<file path="config.mk">
export PLATFORM = sky130hd
export DESIGN_NAME = etm_queue
export DESIGN_NICKNAME = d
export VERILOG_FILES = /design/src/euler_trs_matrix_assert.svh /design/src/etm_pkg.sv /design/src/etm_queue.sv
export SDC_FILE = /design/constraint.sdc
export NUM_CORES = 1
export LEC_CHECK = 0
export BUFFER_PORTS_ARGS = -buffer_cell sky130_fd_sc_hd__buf_2
export CAP_MARGIN = 0
export CORE_MARGIN = 5
export CORE_UTILIZATION = 55
export CTS_BUF_LIST = sky130_fd_sc_hd__clkbuf_8
export DETAILED_ROUTE_END_ITERATION = 12
export GPL_ROUTABILITY_DRIVEN = 0
export PLACE_DENSITY = 0.87
export SYNTH_ARGS = -nofsm -noshare
export SYNTH_HDL_FRONTEND = slang
export SYNTH_SLANG_ARGS = --single-unit
</file>
<file path="constraint.sdc">
create_clock -name aclk -period 27.4 [get_ports aclk]
set_input_delay 2.74 -clock aclk [delete_from_list [all_inputs] [get_ports aclk]]
set_output_delay 2.74 -clock aclk [all_outputs]
set_load 0.1 [all_outputs]
</file>
<file path="src/euler_trs_matrix_assert.svh">
//------------------------------------------------------------------------------
// euler_trs_matrix_assert
// Assertion macros for the euler_trs_matrix block.
//------------------------------------------------------------------------------
`ifndef EULER_TRS_MATRIX_ASSERT_SVH
`define EULER_TRS_MATRIX_ASSERT_SVH

// Implication checked at every rising clock edge, outside reset.
`define ETM_ASSERT_IMP(label, ante, cons, msg) \
    label: assert property (@(posedge aclk) disable iff (!aresetn) (ante) |-> (cons)) \
        else $error(msg);

// Implication whose consequent is checked in the following cycle.
`define ETM_ASSERT_NEXT(label, ante, cons, msg) \
    label: assert property (@(posedge aclk) disable iff (!aresetn) (ante) |=> (cons)) \
        else $error(msg);

`endif

</file>
<file path="src/etm_pkg.sv">
//------------------------------------------------------------------------------
// etm_pkg
// Shared types, constants and sine coefficients for the matrix builder.
//------------------------------------------------------------------------------
package etm_pkg;

    localparam int ANGLE_BITS_DEF     = 16;
    localparam int TRIG_FRAC_BITS_DEF = 15;
    localparam int Q30                = 30;

    localparam logic [31:0] SIN_C0 = 32'd1686629713;
    localparam logic [31:0] SIN_C1 = 32'd693598668;
    localparam logic [31:0] SIN_C2 = 32'd85569305;
    localparam logic [31:0] SIN_C3 = 32'd5026995;
    localparam logic [31:0] SIN_C4 = 32'd172272;
    localparam logic [31:0] SIN_C5 = 32'd3864;

    // One item as it sits in the queue between the two parts.
    typedef struct packed {
        logic signed [31:0] tx;
        logic signed [31:0] ty;
        logic signed [31:0] tz;
        logic [31:0]        px;
        logic [31:0]        py;
        logic [31:0]        pz;
        logic signed [15:0] sx;
        logic signed [15:0] sy;
        logic signed [15:0] sz;
    } etm_item_t;

    typedef struct packed {
        logic full;
        logic empty;
    } etm_qstat_t;

endpackage

</file>
<file path="src/etm_queue.sv">
//------------------------------------------------------------------------------
// etm_queue
// Two-entry queue between the front and back parts.
//------------------------------------------------------------------------------
module etm_queue (
    input  logic                aclk,
    input  logic                aresetn,
    input  logic                w_valid,
    output logic                w_ready,
    input  etm_pkg::etm_item_t  w_item,
    output logic                r_valid,
    input  logic                r_ready,
    output etm_pkg::etm_item_t  r_item,
    output etm_pkg::etm_qstat_t stat
);
    import etm_pkg::*;

    etm_item_t  mem_reg [2];
    logic       wp_reg, rp_reg;
    logic [1:0] cnt_reg;
    logic       wr, rd;

    assign stat.full  = cnt_reg == 2'd2;
    assign stat.empty = cnt_reg == 2'd0;
    assign w_ready = !stat.full;
    assign r_valid = !stat.empty;
    assign r_item  = mem_reg[rp_reg];
    assign wr = w_valid && w_ready;
    assign rd = r_valid && r_ready;

    always_ff @(posedge aclk) begin
        if (!aresetn) begin
            wp_reg  <= 1'b0;
            rp_reg  <= 1'b0;
            cnt_reg <= 2'd0;
        end else begin
            if (wr) wp_reg <= !wp_reg;
            if (rd) rp_reg <= !rp_reg;
            cnt_reg <= cnt_reg + {1'b0, wr} - {1'b0, rd};
        end
    end

    always_ff @(posedge aclk) begin
        if (wr) begin
            mem_reg[wp_reg] <= w_item;
        end
    end

endmodule

</file>
# Yosys cells after proc, flatten, opt, wreduce, memory -nomap -nowiden
# Memories as Yosys holds them, arrays and structs flattened. A register that Yosys moved wholly into a read port is not among the register bits.
# Index checks and enable logic that the tools add are counted.
# word_totals
reg_bits,4
memories,1
inputBits,244
ramBits,480
out_inout_bits,244
# op_classes
n_addsub,2
n_mux,4
reduce_logical,7
eq_ne,1
# mem_list
memory,depth,word_bits,read_ports,rd_clocked_by_memory_dff,wr,line,source
mem_reg,2,240,1,1,1,etm_queue.sv:18,etm_item_t mem_reg [2];
# ops
op,n
$logic_not A1 Y1,4
$mux W1,4
$add A2 B1 Y2,1
$eq A2 B2 Y1 const B,1
$logic_and A1 B1 Y1,2
$logic_not A2 Y1,1
$sub A2 B1 Y2,1

# Logic depth before layout (Yosys ltp)
# Gate-level depths: netlist of the first run.
# depth
ltp_word,5
depth_mapped,8

# Worst setup path after synthesis of the first run
# Ideal clock, no wire load.
# synth_path
path_kind,input-to-reg
from,in w_valid
to,"mem mem_reg[0][0] in the netlist's numbering, enable pin"
required_time_ns,26.554
path_slack_ns,13.708
arrival_time_ns,12.845
path_buffers,0
setup_ns,0.846
cell_stages,2
path_cell_list,nand2_1 > nor2_1
# synth_between
elab_chain_len,3
# synth_lines
item,line,source
"start, declared",etm_queue.sv:8,"input logic w_valid,"
$logic_and A1 B1 Y1,etm_queue.sv:28,assign wr = w_valid && w_ready;
$mux W1,etm_queue.sv:44,if (wr) begin
$mux W1 (implied by the code),etm_queue.sv:45,mem_reg[wp_reg] <= w_item;
"end, declared",etm_queue.sv:18,
# Every way passes these cells.

==> results of run 1 <==
[final timing paths]
path,endpoint,cells after the start,slack [ns]
hold / removal,wp_reg,2,0.55
hold reg to reg,wp_reg,2,0.55
setup / recovery,r_item[53],3,21.39
setup reg to reg,mem_reg[1][56],4,24.13
[power groups by stage]
| stage | Clock (mW) | Combinational (mW) | Sequential, mW |
|---|---|---|---|
| after CTS | 0.566 | 1.28 | 0.972 |
| after global placement | 0 | 1.27 | 0.978 |
| after floorplan | 0 | 1.16 | 1.00 |
| after global routing | 0.606 | 1.31 | 0.979 |
| after detailed placement | 0 | 1.28 | 0.985 |
| final | 0.549 | 1.28 | 0.970 |
[cell families (layout without fill, tap and decap cells)]
group                    after synthesis  count (layout)  share of synthesized area
AO/OA/AOI/OAI                          1               1                  0.0004042
XOR/XNOR                               3               3                   0.001414
adder cells (fa/ha/maj)                2               2                   0.001347
buffers and inverters                 30             633                    0.02599
flip-flops                           485             485                     0.7811
multiplexers                         241             241                     0.1864
other                                  0              10                          0
AND/OR/NAND/NOR                       11              11                   0.003300
[tightest hold or removal path, cell delays in order (launching register included)]
cell     delay (ns)
dfxtp_1        0.36
nand2_1        0.08
mux2i_1        0.06
[layout by cell type, fill, tap and decap left out, types with 2 or more instances in the layout]
| master | instances |
|---|---|
| buf_2 | 487 |
| edfxtp_1 | 480 |
| mux2_4 | 200 |
| clkbuf_8 | 78 |
| mux2_2 | 40 |
| inv_1 | 29 |
| clkinv_1 | 16 |
| diode_2 | 10 |
| buf_4 | 8 |
| clkinv_2 | 5 |
| inv_6 | 4 |
| dfxtp_1 | 4 |
| xnor2_1 | 3 |
| nand2b_1 | 2 |
| nand2_1 | 2 |
| nor2b_1 | 2 |
| and2_1 | 2 |
| ha_1 | 2 |
| inv_8 | 2 |
[area by class of cell]
| type | count | area share |
|---|---|---|
| Clock inverter | 56 | 0.01268 |
| Antenna cell | 10 | 0.001108 |
| Timing Repair Buffer | 496 | 0.1114 |
| Tap cell | 448 | 0.02482 |
| Clock buffer | 78 | 0.04753 |
| Sequential cell | 485 | 0.6427 |
| Inverter | 3 | 0.0004985 |
| Multi-Input combinational cell | 258 | 0.1592 |
[per-layer routing]
layer	track usage	up-vias	routed length (um)
li1	-	4203	-
met1	0.2269	4665	13670
met2	0.3654	484	21290
met3	0.08636	75	4175
met4	0.08943	10	1096
met5	0	-	49
==> results_dict.tcl, run 1 <==
set metrics [dict create \
    yosys.area.top_type "edfxtp_1" \
    finalCritPeriodShare 0.2193 \
    ios 488 \
    clock_latency_ns 0.62 \
    initial_core_util 0.5555 \
    p_comb_frac 0.458 \
    clk_path_buf_depth 3 \
    cp_top_family "buffers and inverters" \
    antenna_found_initial 12 \
    grt_pass1_wl_um 60200 \
    switching_share 0.4731 \
    yosysTopAreaCellShare 0.7758 \
    routedWlPerCell_um 21.96 \
    critical_path_class "reg2out" \
    clkSlewWorstSetupHoldPaths_ns 0.06 \
    dpl-instance-area_um2 21200 \
    die-area_um2 37560 \
    ys_top_cells_by_count "edfxtp_1, mux2_4, mux2_2" \
    worstPathArrival_ns 3.27 \
    wl_um 40280 \
    drtIter0Drc 468 \
    worstReg2RegStart "cnt_reg[0]" \
    p_sw_mw 1.325 \
    synth-seq-cells 485 \
    n_fill_cell 2074 \
    slowest_delay_ns 0.85 \
    synth_edf_count 480 \
    final.setup.tns_ns 0 \
    peakVddDrop_mv 0.1294 \
    placedCellCount 1690 \
    hpwl_um 27460 \
    fmax_mhz 166.4 \
    syn-cell-area_um2 18580 \
    rows 67 \
    multi_input_area_um2 3596 \
    cap_violations 0 \
    ctsResizeCount 0 \
    synth_cell_type_count 19 \
    htreeDepth 3 \
    synthArstFlopShare 0 \
    whs_ns 0.5503 \
    worstMarginPinSlew_ns 1.255 \
    cts_tree "built" \
    fin_ws_ns 21.39 \
    io_buffers 487 \
    dp_slack_ns 21.92 \
    ctsHoldBuffers 0 \
    slew_headroom 0.1632 \
    nNetsFinal 1567 \
    cp_max_fo 131 \
    power_mw 2.800 \
    final.min_clock_period_ns 6.010 \
    clockRootBuffer "clkbuf_8" \
    critPathLaunchType "flop" \
    final_area_um2 22590 \
    path_buf_inv 2 \
    required_ns 24.66 \
    synth-seq-area-share 0.7811 \
    cts_sinks 485 \
    power.leakage_nw 8.936 \
    rsz0062_at_grt "no" \
    final_max_slew_viol_count 0 \
    setup_viol 0 \
    power.density_nw_per_um2 124.0 \
    p_int_mw 1.475 \
    grt-ovfl-total 0 \
    pwr-share-seq 0.347 \
    synthTopCellsByArea "edfxtp_1, mux2_4, mux2_2, buf_12, dfxtp_1" \
    grt_max_degree 132 \
    synth.most_common_cell "edfxtp_1" \
    fin_skew_ns 0.02803 \
    largest_register_ffs 480 \
    seqCellArea_um2 14520 \
    grt_pass1_vias 10274 \
    via_per_inst 5.146 \
    status "completed" \
    fp.coreArea_um2 33450 \
    vias 9437 \
    clkPwrFrac 0.196 \
    syn2layout_area_growth_pct 21.57 \
    postCtsSetupBuffers 0 \
    yosysWarningCount 0 \
    min_from "wp_reg" \
    die_x_um 193.8 \
    grt_use_total 0.2100 \
    remaining_drc_errors 0 \
    worstPathCellList "buf_12 > mux2_4 > buf_2" \
    fp.dieH_um 193.8 \
    synthFlopType "edfxtp_1" \
    crit_path_top_delay_cell "dfxtp_4" \
    syn-instance-count 773 \
    drt_pass1_iterations 5 \
    end_kind "primary output" \
    final_util 0.6753 \
    final-hold-violation-count 0 \
    synth.avg_cell_area_um2 24.04 \
    postRouteAntennaNets 0 \
    numCtsBuffers 77 \
    fin_cells 1834 \
    syn_nets 1019 \
    hp-class "reg2reg" \
    drive_gt1_frac 0.6047 \
]
(Power assumes the default switching activity.)
==> run 2: changes to the inputs <==
==> constraint.sdc (replaced) <==
create_clock -name aclk -period 6.3 [get_ports aclk]
set_input_delay 0.63 -clock aclk [delete_from_list [all_inputs] [get_ports aclk]]
set_output_delay 0.63 -clock aclk [all_outputs]
set_load 0.1 [all_outputs]
==> run 2 against run 1 <==
Sequential power rose to 4.3 times the previous value. Sequential share of layout area fell by 0.082 points. Largest power group unchanged. Sequential cell count did not move. Core utilization is 0.086 points higher. Global-route usage increased by 0.12 points. Routed wire length up 1.6%. Die area is the same. Hold slack lost 0.34 ns. Total power grew to 4.4 times the previous value.
==> results_dict.tcl, run 2 (synthesis gave the netlist of run 1 again) <==
set metrics [dict create \
    status "completed" \
    routedWlPerCell_um 22.41 \
    final_area_um2 22620 \
    cts_tree "built" \
    worstPathArrival_ns 2.49 \
    final_max_slew_viol_count 0 \
    grt_pass1_wl_um 60400 \
    grt_use_total 0.2112 \
    clockRootBuffer "clkbuf_8" \
    clk_path_buf_depth 3 \
    remaining_drc_errors 0 \
    slowest_delay_ns 0.57 \
    vias 9411 \
    hp-class "in2reg" \
    dpl-instance-area_um2 21230 \
    fp.dieH_um 193.8 \
    final.setup.tns_ns 0 \
    fmax_mhz 321.0 \
    cp_top_family "buffers and inverters" \
    initial_core_util 0.5555 \
    power.density_nw_per_um2 540.5 \
    required_ns 5.67 \
    finalCritPeriodShare 0.4945 \
    rows 67 \
    die-area_um2 37560 \
    postCtsSetupBuffers 0 \
    htreeDepth 3 \
    peakVddDrop_mv 0.7403 \
    via_per_inst 5.157 \
    power_mw 12.22 \
    numCtsBuffers 78 \
    fp.coreArea_um2 33450 \
    clock_latency_ns 0.61 \
    critical_path_class "reg2out" \
    crit_path_top_delay_cell "buf_12" \
    die_x_um 193.8 \
    placedCellCount 1688 \
    drt_pass1_iterations 5 \
    drtIter0Drc 500 \
    cap_violations 0 \
    fin_cells 1825 \
    drive_gt1_frac 0.6041 \
    postRouteAntennaNets 0 \
    power.leakage_nw 8.928 \
    largest_register_ffs 480 \
    path_buf_inv 2 \
    wl_um 40910 \
    cts_sinks 485 \
    slew_headroom 0.3557 \
    hpwl_um 27760 \
    grt_max_degree 126 \
    grt-ovfl-total 0 \
    clkSlewWorstSetupHoldPaths_ns 0.06 \
    nNetsFinal 1566 \
    final.min_clock_period_ns 3.115 \
    ios 488 \
    grt_pass1_vias 10213 \
    ctsHoldBuffers 0 \
    syn2layout_area_growth_pct 21.72 \
    rsz0062_at_grt "no" \
    antenna_found_initial 10 \
    layout_common_cells "buf_2, edfxtp_1, mux2_4, clkbuf_8, mux2_2" \
    cp_max_fo 122 \
    worstPathCellList "buf_12 > mux2_4 > buf_2" \
    final-hold-violation-count 0 \
    io_buffers 487 \
    critPathLaunchType "flop" \
    final_common_cell "buf_2" \
    setup_viol 0 \
    end_kind "primary output" \
    ctsResizeCount 0 \
    fin_skew_ns 0.01884 \
    worstMarginPinSlew_ns 0.9664 \
]
[run 2: power breakdown]
group          leakage (nW)  total, mW  internal (mW)  switching, mW
clock network         0.784       2.41           1.26           1.15
registers              4.53       4.17           4.06          0.111
logic                  3.62       5.64           1.15           4.49
total                  8.93       12.2           6.47           5.76
[run 2: per-stage QoR]
stage	setup slack [ns]	utilization	hold WS (ns)
global route	3.104	0.6762	0.1550
global placement	3.488	0.6346	0.5111
CTS	3.150	0.6759	0.1383
floorplan	0.8020	-	0.4880
detailed placement	3.476	0.6346	0.5193
finish	3.185	0.6762	0.2105
[run 2: metal layers]
layer / GRT usage / up-vias / part of all wire
met1: 0.2356 / 4678 / 0.35
met2: 0.3804 / 464 / 0.54
met4: 0.07029 / 10 / 0.019
li1: - / 4203 / -
met5: 0 / - / 0.0017
met3: 0.07211 / 56 / 0.086
[run 2: path summary, 6_finish.rpt]
path | start | end | slack [ns] | cells after the start
max | flop | r_item[91] | 3.18 | 3
min | w_item[127] | mem_reg[0][127] | 0.21 | 1
max reg2reg | cnt_reg[0] | mem_reg[0][94] | 3.54 | 5
min reg2reg | rp_reg | rp_reg | 0.57 | 2
[run 2: final cells by class]
type / count / area [um^2]
Clock inverter: 54 / 282.8
Sequential cell: 485 / 14520
Fill cell: 2093 / 10830
Timing Repair Buffer: 494 / 2540
Inverter: 3 / 11.26
Tap cell: 448 / 560.5
Antenna cell: 3 / 7.507
Multi-Input combinational cell: 258 / 3596
Clock buffer: 80 / 1101
