**config.mk**
```make
export PLATFORM = sky130hd
export DESIGN_NAME = etm_front
export DESIGN_NICKNAME = d
export VERILOG_FILES = /design/src/euler_trs_matrix_assert.svh /design/src/etm_pkg.sv /design/src/etm_front.sv
export SDC_FILE = /design/constraint.sdc
export NUM_CORES = 1
export LEC_CHECK = 0
export BUFFER_PORTS_ARGS = -buffer_cell sky130_fd_sc_hd__buf_2
export CAP_MARGIN = 20
export CORE_AREA = 4 4 166 168
export CTS_CLUSTER_DIAMETER = 60
export DETAILED_ROUTE_END_ITERATION = 6
export DIE_AREA = 0 0 170 172
export PLACE_DENSITY_LB_ADDON = 0.25
export SLEW_MARGIN = 20
export SYNTH_ARGS = -nofsm -noshare
export SYNTH_HDL_FRONTEND = slang
export SYNTH_SLANG_ARGS = --single-unit
```
**constraint.sdc**
```tcl
create_clock -name aclk -period 3.37 [get_ports aclk]
set_input_delay 1.011 -clock aclk [delete_from_list [all_inputs] [get_ports aclk]]
set_output_delay 1.011 -clock aclk [all_outputs]
set_load 0.005 [all_outputs]
```
**src/euler_trs_matrix_assert.svh**
```systemverilog
//------------------------------------------------------------------------------
// euler_trs_matrix_assert
// Assertion macros for the euler_trs_matrix block.
//------------------------------------------------------------------------------
`ifndef EULER_TRS_MATRIX_ASSERT_SVH
`define EULER_TRS_MATRIX_ASSERT_SVH

// Implication checked at every rising clock edge, outside reset.
`define ETM_ASSERT_IMP(label, ante, cons, msg) \
    label: assert property (@(posedge aclk) disable iff (!aresetn) (ante) |-> (cons)) \
        else $error(msg);

// Implication whose consequent is checked in the following cycle.
`define ETM_ASSERT_NEXT(label, ante, cons, msg) \
    label: assert property (@(posedge aclk) disable iff (!aresetn) (ante) |=> (cons)) \
        else $error(msg);

`endif

```
**src/etm_pkg.sv**
```systemverilog
//------------------------------------------------------------------------------
// etm_pkg
// Shared types, constants and sine coefficients for the matrix builder.
//------------------------------------------------------------------------------
package etm_pkg;

    localparam int ANGLE_BITS_DEF     = 16;
    localparam int TRIG_FRAC_BITS_DEF = 15;
    localparam int Q30                = 30;

    localparam logic [31:0] SIN_C0 = 32'd1686629713;
    localparam logic [31:0] SIN_C1 = 32'd693598668;
    localparam logic [31:0] SIN_C2 = 32'd85569305;
    localparam logic [31:0] SIN_C3 = 32'd5026995;
    localparam logic [31:0] SIN_C4 = 32'd172272;
    localparam logic [31:0] SIN_C5 = 32'd3864;

    // One item as it sits in the queue between the two parts.
    typedef struct packed {
        logic signed [31:0] tx;
        logic signed [31:0] ty;
        logic signed [31:0] tz;
        logic [31:0]        px;
        logic [31:0]        py;
        logic [31:0]        pz;
        logic signed [15:0] sx;
        logic signed [15:0] sy;
        logic signed [15:0] sz;
    } etm_item_t;

    typedef struct packed {
        logic full;
        logic empty;
    } etm_qstat_t;

endpackage

```
**src/etm_front.sv**
```systemverilog
//------------------------------------------------------------------------------
// etm_front
// Input stage: registers an item and maps angles to 32-bit turn phases.
//------------------------------------------------------------------------------
module etm_front #(
    parameter int ANGLE_BITS = etm_pkg::ANGLE_BITS_DEF
) (
    input  logic                aclk,
    input  logic                aresetn,
    input  logic                s_valid,
    output logic                s_ready,
    input  logic signed [31:0]  s_trans_x,
    input  logic signed [31:0]  s_trans_y,
    input  logic signed [31:0]  s_trans_z,
    input  logic [15:0]         s_angle_x,
    input  logic [15:0]         s_angle_y,
    input  logic [15:0]         s_angle_z,
    input  logic signed [15:0]  s_scale_x,
    input  logic signed [15:0]  s_scale_y,
    input  logic signed [15:0]  s_scale_z,
    output logic                f_valid,
    input  logic                f_ready,
    output etm_pkg::etm_item_t  f_item
);
    import etm_pkg::*;

    localparam logic [31:0] PH_MASK = ~((32'h1 << (32 - ANGLE_BITS)) - 32'h1);

    logic       valid_reg;
    etm_item_t  item_reg;

    function automatic logic [31:0] phase(input logic [15:0] a);
        phase = {a, 16'h0} & PH_MASK;
    endfunction

    assign s_ready = !valid_reg || f_ready;
    assign f_valid = valid_reg;
    assign f_item  = item_reg;

    always_ff @(posedge aclk) begin
        if (!aresetn) begin
            valid_reg <= 1'b0;
        end else if (s_ready) begin
            valid_reg <= s_valid;
        end
    end

    always_ff @(posedge aclk) begin
        if (s_ready && s_valid) begin
            item_reg.tx <= s_trans_x;
            item_reg.ty <= s_trans_y;
            item_reg.tz <= s_trans_z;
            item_reg.px <= phase(s_angle_x);
            item_reg.py <= phase(s_angle_y);
            item_reg.pz <= phase(s_angle_z);
            item_reg.sx <= s_scale_x;
            item_reg.sy <= s_scale_y;
            item_reg.sz <= s_scale_z;
        end
    end

endmodule

```
# After elaboration in Yosys (flattened, before gate mapping)
# Cells that the tools add are included.
# word_totals
ff_bits,193
latchBits,0
ramBits,0
romBits,0
input_bits,196
out_inout_bits,242
elab_cells,13
n_memories,0
# op_classes
add_sub_neg,0
multipliers,0
n_div,0
n_lt_le_gt_ge,0
n_eq_ne,0
shift,0
muxes,0
bitwise_logic,0
reduce_logical,3
# ops
cell,count
1-bit logical AND,1
1-bit logical NOT,1
1-bit logical OR,1

# Logic depth before layout (Yosys ltp)
# Gate-level depths: netlist of the first run.
# depth
depth_word,3
depth_mapped,2
mapped_depth_nobuf,2

# Least setup slack after synthesis of the first run
# No wires, ideal clock.
# synth_path
kind,in2reg
startpoint,in f_ready
endpoint,"reg item_reg (netlist bit f_item[0]), enable pin"
arrival_time_ns,2.516
t_required_ns,2.950
slack_ns,0.434
path_stages,2
path_cell_list,nand2b_4 -> and2_4
# synth_via
elab_chain_cells,2
# synth_rtl
element,line,source
"start, declared",etm_front.sv:22,"input logic f_ready,"
1-bit logical OR,etm_front.sv:36,assign s_ready = !valid_reg || f_ready;
1-bit logical AND,etm_front.sv:49,if (s_ready && s_valid) begin
"end, declared",etm_front.sv:30,etm_item_t item_reg;
# Every way passes these cells.
# A chain may end at the register's enable or synchronous reset.

# Worst setup path in the final report of the first run
# layout_path
startpoint,in f_ready
endpoint,out s_ready
# layout_via
elab_chain_cells,1
# layout_rtl
element,line,source
1-bit logical OR,etm_front.sv:36,
"end, declared",etm_front.sv:11,"output logic s_ready,"
# Every way passes these cells.

==> impl_metrics.env, run 1 <==
export IMPL_status="complete, no violations"
export IMPL_wl_per_cell_um=16.32
export IMPL_synth_commonest_cells="192 x edfxtp_1, 48 x buf_4"
export IMPL_critPathLaunch="f_ready"
export IMPL_timing_final_crit_share_pct=70.49
export IMPL_synthFlopType="edfxtp_1"
export IMPL_io_buffers=389
export IMPL_fillCellCount=2516
export IMPL_htreeDepth=4
export IMPL_period_needed_ps=2376
export IMPL_ys_async_sr_fraction_pct=0
export IMPL_slew_viol_final=0
export IMPL_p_sw_w=0.001245
export IMPL_final_area_um2=9087
export IMPL_netlist_top_cell_by_area="edfxtp_1"
export IMPL_p_int_w=0.003997
export IMPL_grt_usage_pct=10.30
export IMPL_clock_sinks=193
export IMPL_leakagePower_nw=3.926
export IMPL_min_path_type="reg -> reg"
export IMPL_io_pins=438
export IMPL_row_count=59
export IMPL_place_hpwl_mm=12.98
export IMPL_cts_hold_fix_buffers=0
export IMPL_postCtsResizedCells=0
export IMPL_critPathLaunchType="input port"
export IMPL_antenna_found_initial=1
export IMPL_clock_fmax_ghz=0.4209
export IMPL_cp_end_kind="output pin"
export IMPL_die_w_um=170
export IMPL_final_util_pct=35.07
export IMPL_die_height_um=172
export IMPL_wl_mm=16.53
export IMPL_ys_warn_count=0
export IMPL_yosysUniqueCellTypes=8
export IMPL_drc_errors=0
export IMPL_tightest_slew_ps=514.0
export IMPL_grt_overflow_total=0
export IMPL_pwr_share_clk_pct=39.0
export IMPL_seq_power_share_pct=54.1
export IMPL_yosys_area_top_type_share_pct=93.19
export IMPL_die_area_um2=29240
export IMPL_dr_pass1_iters=4
export IMPL_layout_drive_gt1_share_pct=64.20
export IMPL_drt_iter0_drc=161
export IMPL_min_from="f_valid$_SDFFE_PN0P_"
export IMPL_powerDensity_nw_per_um2=576.9
export IMPL_yosys_top_cells_area="edfxtp_1 93%, buf_4 5.8%, dfxtp_1 0.32%, nand2b_4 0.22%, a21boi_2 0.18%"
export IMPL_grt_max_degree=58
export IMPL_hold_violations=0
export IMPL_dr_max_layer_used="met4"
export IMPL_core_area_um2=25910
export IMPL_clkTransAtPathRegs_ps=80
export IMPL_syn_to_final_growth_pct=46.88
export IMPL_syn_avg_cell_area_um2=25.15
export IMPL_r2r_start="f_valid$_SDFFE_PN0P_"
export IMPL_place_area_um2=8469
export IMPL_required_ps=2360
export IMPL_switching_share_pct=23.75
export IMPL_first_global_vias=3739
export IMPL_maxCapViolations=0
export IMPL_p_comb_share_pct=7.0
export IMPL_clk_path_buf_depth=2
export IMPL_path_class="in -> out"
export IMPL_ys_seq_elements=193
export IMPL_viasPerCell=3.617
export IMPL_vias=3664
export IMPL_grt_pass1_wl_mm=22.16
export IMPL_numCtsBuffers=17
export IMPL_wl_met3_mm=2.143
export IMPL_yosysMostFrequentCell="edfxtp_1"
export IMPL_drtAntennaViolNets=0
export IMPL_setup_viol=0
export IMPL_routabilityCongestion=0.7025
export IMPL_finalClockSkew_ps=10.04
export IMPL_ir_drop_mv=0.2523
export IMPL_synthCells=246
export IMPL_wl_met1_mm=5.780
export IMPL_cp_arrival_ps=1360
export IMPL_clk_latency_ps=420
export IMPL_fin_tns_setup_ps=0
export IMPL_postCtsSetupRepairBufs=0
export IMPL_wl_met2_mm=8.458
export IMPL_slew_headroom_pct=65.73
export IMPL_rsz0062_at_grt="no"
export IMPL_syn_area_um2=6187
export IMPL_fin_nets=859
export IMPL_crit_path_max_fanout=3
export IMPL_synth_edff_count=192
export IMPL_ys_seq_area_share_pct=93.51
export IMPL_cts_tree="done"
export IMPL_cts_root_buf="clkbuf_16"
export IMPL_start_util_pct=23.88
## metal layers
layer	GRT usage [%]	vias up
met5	0	-
met4	3.646	0
met3	5.030	7
met2	17.71	250
met1	11.09	1721
li1	-	1686
## power by group through the flow
stage	combinational (W)	clock (W)	sequential, W
2_1_floorplan	0.0000966	0	0.00292
3_3_place_gp	0.000375	0	0.00289
3_5_place_dp	0.000375	0	0.00289
4_1_cts	0.000375	0.00215	0.00284
5_1_grt	0.000406	0.00223	0.00285
6_report	0.000365	0.00204	0.00283
## metrics by stage
step           instances  setup slack (ps)  hold slack, ps  total power [W]
2_1_floorplan        293             433.6           505.6         0.003017
3_3_place_gp         979             914.9           499.5         0.003264
3_5_place_dp         979             907.2           495.4         0.003266
4_1_cts             1011             992.8           510.0         0.005357
5_1_grt             1012             982.1           525.9         0.005486
6_report            1013             994.3           510.8         0.005243
## placed cells by master, fill, tap and decap left out, drive strengths merged
cell type	n
buf	399
edfxtp	192
conb	48
clkbuf	17
clkinv	8
inv	8
diode	2
nand2b	1
a21boi	1
and2	1
dfxtp	1
## flip-flops by register name, summed over array words and instances, names as in the netlist
name	flops
f_item	192
f_valid	1
## worst paths after layout
path                                             end  slack, ps  depth (start not counted)
worst min-delay path            f_valid$_SDFFE_PN0P_        510                          2
worst max register to register  f_item[66]$_DFFE_PP_       1730                          3
worst min register to register  f_valid$_SDFFE_PN0P_        510                          2
worst max-delay path                         s_ready        990                          3
## cell families (layout without fill, tap and decap cells)
family	count (synthesis)	count (layout)	share of synthesized area, %
other	1	50	0.06061
AOI/OAI and AO/OA	1	1	0.1820
buffers and inverters	49	432	5.885
DFF	193	193	93.51
and+or+nand+nor	2	2	0.3640
## layout make-up
type | instances | area (µm²) | area share (%)
clock inverters | 15 | 187.7 | 2.065
repair buffers | 399 | 2047 | 22.53
well taps | 335 | 419.2 | 4.612
diodes | 2 | 5.005 | 0.05507
clock buffers | 17 | 425.4 | 4.681
multi-input cells | 51 | 214.0 | 2.354
inverters | 1 | 3.754 | 0.04131
flip-flops and latches | 193 | 5786 | 63.67
## worst max-delay path: stages
cell      delay, ps
buf_2            90
nand2b_4        140
buf_2           120
Note: power is estimated with default switching activity, not from simulation.
==> run 2, diff against run 1 <==
- clock period: 3.37 -> 2.4 ns (I/O delays scaled with it)
==> impl_metrics.env, run 2 (synthesis gave the netlist of run 1 again) <==
export IMPL_fin_nets=858
export IMPL_leakagePower_nw=3.922
export IMPL_grt_busiest_layer="met2"
export IMPL_numCtsBuffers=17
export IMPL_drc_errors=0
export IMPL_core_area_um2=25910
export IMPL_io_pins=438
export IMPL_largest_reg_flops=192
export IMPL_final_util_pct=35.08
export IMPL_die_area_um2=29240
export IMPL_clock_fmax_ghz=0.5479
export IMPL_drt_iter0_drc=173
export IMPL_setup_viol=0
export IMPL_r2r_start="f_valid$_SDFFE_PN0P_"
export IMPL_final_common_cell="buf_2"
export IMPL_grt_max_degree=69
export IMPL_die_height_um=172
export IMPL_slew_viol_final=0
export IMPL_htreeDepth=4
export IMPL_cts_hold_fix_buffers=0
export IMPL_met2_usage_pct=18.02
export IMPL_critPathLaunch="f_ready"
export IMPL_cts_tree="done"
export IMPL_finalClockSkew_ps=15.15
export IMPL_grt_usage_pct=10.49
export IMPL_ir_drop_mv=0.4803
export IMPL_min_from="s_angle_x[7]"
export IMPL_min_path_type="in -> reg"
export IMPL_die_w_um=170
export IMPL_dr_pass1_iters=6
export IMPL_clkTransAtPathRegs_ps=80
export IMPL_clock_sinks=193
export IMPL_io_buffers=389
export IMPL_postCtsResizedCells=0
export IMPL_period_needed_ps=1825
export IMPL_viasPerCell=3.638
export IMPL_clk_path_buf_depth=2
export IMPL_postCtsSetupRepairBufs=0
export IMPL_path_class="in -> out"
export IMPL_grt_use_met3_pct=4.801
export IMPL_cts_root_buf="clkbuf_16"
export IMPL_wl_per_cell_um=16.72
export IMPL_cp_end_kind="output pin"
export IMPL_routabilityCongestion=0.7209
export IMPL_clk_latency_ps=430
export IMPL_status="complete, no violations"
export IMPL_required_ps=1680
export IMPL_powerDensity_nw_per_um2=808.2
export IMPL_crit_path_max_fanout=3
export IMPL_wl_mm=16.91
export IMPL_syn_to_final_growth_pct=46.90
export IMPL_ff_latch_area_um2=5786
export IMPL_hold_violations=0
export IMPL_layout_drive_gt1_share_pct=64.00
export IMPL_vias=3678
export IMPL_rsz0062_at_grt="no"
export IMPL_grt_overflow_total=0
export IMPL_timing_final_crit_share_pct=76.05
export IMPL_place_area_um2=8474
export IMPL_grt_pass1_wl_mm=22.71
export IMPL_antenna_found_initial=3
export IMPL_start_util_pct=23.88
export IMPL_fillCellCount=2567
export IMPL_row_count=59
export IMPL_cp_arrival_ps=1110
export IMPL_critPathLaunchType="input port"
export IMPL_maxCapViolations=0
export IMPL_first_global_vias=3763
export IMPL_multiInputGateArea_um2=214.0
export IMPL_final_area_um2=9089
export IMPL_drtAntennaViolNets=0
export IMPL_place_hpwl_mm=13.46
export IMPL_use_met1_pct=11.33
export IMPL_layout_common_cells="389 x buf_2, 192 x edfxtp_1, 48 x conb_1"
-- run 2: critical path: stages --
cell and delay (ps):
buf_2 100, nand2b_4 140, buf_2 140
-- run 2: final timing paths --
path	to	slack, ps	depth (start not counted)
max reg2reg	f_item[195]$_DFFE_PP_	970	3
min	f_item[135]$_DFFE_PP_	460	1
max	s_ready	570	3
min reg2reg	f_valid$_SDFFE_PN0P_	510	2
-- run 2: area by class of cell --
| class | instances | share of cell area (%) |
|---|---|---|
| Antenna cell | 1 | 0.02753 |
| Timing Repair Buffer | 398 | 22.58 |
| Clock buffer | 17 | 4.681 |
| Inverter | 1 | 0.04130 |
| Tap cell | 335 | 4.612 |
| Clock inverter | 15 | 2.051 |
| Sequential cell | 193 | 63.66 |
| Multi-Input combinational cell | 51 | 2.354 |
-- run 2: per-layer routing --
layer | up-vias | share of wire (%)
li1 | 1682 | -
met1 | 1713 | 35
met2 | 259 | 50
met3 | 20 | 12
met4 | 4 | 2.1
met5 | - | 0.16
-- run 2: through the flow --
| step | TNS [ps] | std cells | power, W | setup slack, ps | hold WS, ps |
|---|---|---|---|---|---|
| 2_1_floorplan | -46500 | 293 | 0.004237 | -242.2 | 505.1 |
| 3_3_place_gp | 0 | 978 | 0.004585 | 456.2 | 492.5 |
| 3_5_place_dp | 0 | 978 | 0.004593 | 435.1 | 498.1 |
| 4_1_cts | 0 | 1010 | 0.007473 | 569.4 | 430.5 |
| 5_1_grt | 0 | 1011 | 0.007698 | 563.0 | 425.2 |
| 6_report | 0 | 1011 | 0.007346 | 574.8 | 461.5 |
-- run 2: report_power, final --
group	internal, W	switching [W]	total, W
clock	0.00142	0.00142	0.00285
sequential	0.00394	0.0000446	0.00398
combinational	0.000251	0.000266	0.000517
==> run 3, diff against run 2 <==
- clock period: 2.4 -> 1.87 ns (I/O delays scaled with it)
==> impl_metrics.env, run 3 (synthesis gave the netlist of run 1 again) <==
export IMPL_status="complete, no violations"
export IMPL_clock_sinks=193
export IMPL_critPathLaunch="f_valid$_SDFFE_PN0P_"
export IMPL_die_area_um2=29240
export IMPL_period_needed_ps=1582
export IMPL_wl_mm=16.77
export IMPL_grt_pass1_wl_mm=22.47
export IMPL_powerDensity_nw_per_um2=1033
export IMPL_worst_slack_ps=287.6
export IMPL_setup_viol=0
export IMPL_clk_path_buf_depth=2
export IMPL_layout_drive_gt1_share_pct=64.26
export IMPL_fin_total_pwr_w=0.009447
export IMPL_grt_use_met3_pct=5.258
export IMPL_drc_errors=0
export IMPL_crit_path_max_fanout=3
export IMPL_rsz0062_at_grt="no"
export IMPL_use_met1_pct=11.46
export IMPL_start_util_pct=23.88
export IMPL_row_count=59
export IMPL_antenna_found_initial=5
export IMPL_syn_to_final_growth_pct=47.79
export IMPL_die_w_um=170
export IMPL_wl_per_cell_um=16.49
export IMPL_postCtsResizedCells=0
export IMPL_drtAntennaViolNets=0
export IMPL_min_path_type="in -> reg"
export IMPL_dr_pass1_iters=4
export IMPL_htreeDepth=4
export IMPL_finalClockSkew_ps=20.65
export IMPL_viasPerCell=3.618
export IMPL_grt_overflow_total=0
export IMPL_clock_fmax_ghz=0.6319
export IMPL_timing_final_crit_share_pct=84.62
export IMPL_largest_reg_flops=192
export IMPL_cts_hold_fix_buffers=0
export IMPL_maxCapViolations=0
export IMPL_grt_max_degree=56
export IMPL_place_area_um2=8524
export IMPL_final_util_pct=35.29
export IMPL_ir_drop_mv=0.4399
export IMPL_final_area_um2=9144
export IMPL_min_from="s_trans_x[17]"
export IMPL_grt_usage_pct=10.37
export IMPL_dp_slack_ps=167.6
export IMPL_vias=3680
export IMPL_numCtsBuffers=17
export IMPL_place_hpwl_mm=13.34
export IMPL_routabilityCongestion=0.7121
export IMPL_r2r_start="f_valid$_SDFFE_PN0P_"
export IMPL_cp_end_kind="output pin"
export IMPL_grt_busiest_layer="met2"
export IMPL_fin_nets=863
export IMPL_cp_arrival_ps=1020
export IMPL_first_global_vias=3745
export IMPL_leakagePower_nw=3.952
export IMPL_required_ps=1310
export IMPL_clkTransAtPathRegs_ps=90
export IMPL_layout_common_cells="389 x buf_2, 192 x edfxtp_1, 48 x conb_1"
export IMPL_critPathLaunchType="flop"
export IMPL_final_common_cell="buf_2"
export IMPL_drt_iter0_drc=146
export IMPL_clk_latency_ps=430
export IMPL_path_class="reg -> out"
export IMPL_io_buffers=389
export IMPL_met2_usage_pct=17.28
export IMPL_core_area_um2=25910
export IMPL_cts_tree="done"
export IMPL_io_pins=438
export IMPL_slew_viol_final=0
export IMPL_postCtsSetupRepairBufs=0
export IMPL_cts_root_buf="clkbuf_16"
export IMPL_die_height_um=172
export IMPL_hold_violations=0
export IMPL_holdWs_ps=293.1
==> run 3: worst paths after layout <==
check                                to  slack (ps)  cells after the start
setup / recovery                s_ready         290                      2
hold / removal    f_item[225]$_DFFE_PP_         290                      1
setup reg to reg   f_item[22]$_DFFE_PP_         510                      4
hold reg to reg    f_valid$_SDFFE_PN0P_         500                      2
==> run 3: power by group <==
group	internal (W)	switching (W)	total (W)
sequential	0.00505	0.0000557	0.00511
combinational	0.000335	0.000344	0.000679
clock	0.00183	0.00183	0.00366
==> run 3: area by class of cell <==
cell class / count / area (µm²)
sequential: 193 / 5786
antenna: 2 / 5.005
clock inverter: 14 / 185.2
clock buffer: 18 / 429.2
fill: 2501 / 16770
timing repair buffer: 403 / 2102
multi-input combinational: 51 / 214.0
tap: 335 / 419.2
inverter: 1 / 3.754
==> run 3: worst max-delay path: stages, from the launching register on <==
cell	delay, ps
dfxtp_1	380
nand2b_4	70
buf_2	140
==> run 3: per-layer routing <==
layer	part of all wire (%)	vias to the layer above
li1	-	1698
met1	35	1693
met2	49	258
met3	13	23
met4	1.9	8
met5	0.33	-
==> run 3: per-stage QoR <==
step                      TNS, ps  std cells
after detailed placement        0        983
after CTS                       0       1015
final                           0       1017
after floorplan           -117730        293
after global placement          0        983
after global routing            0       1016
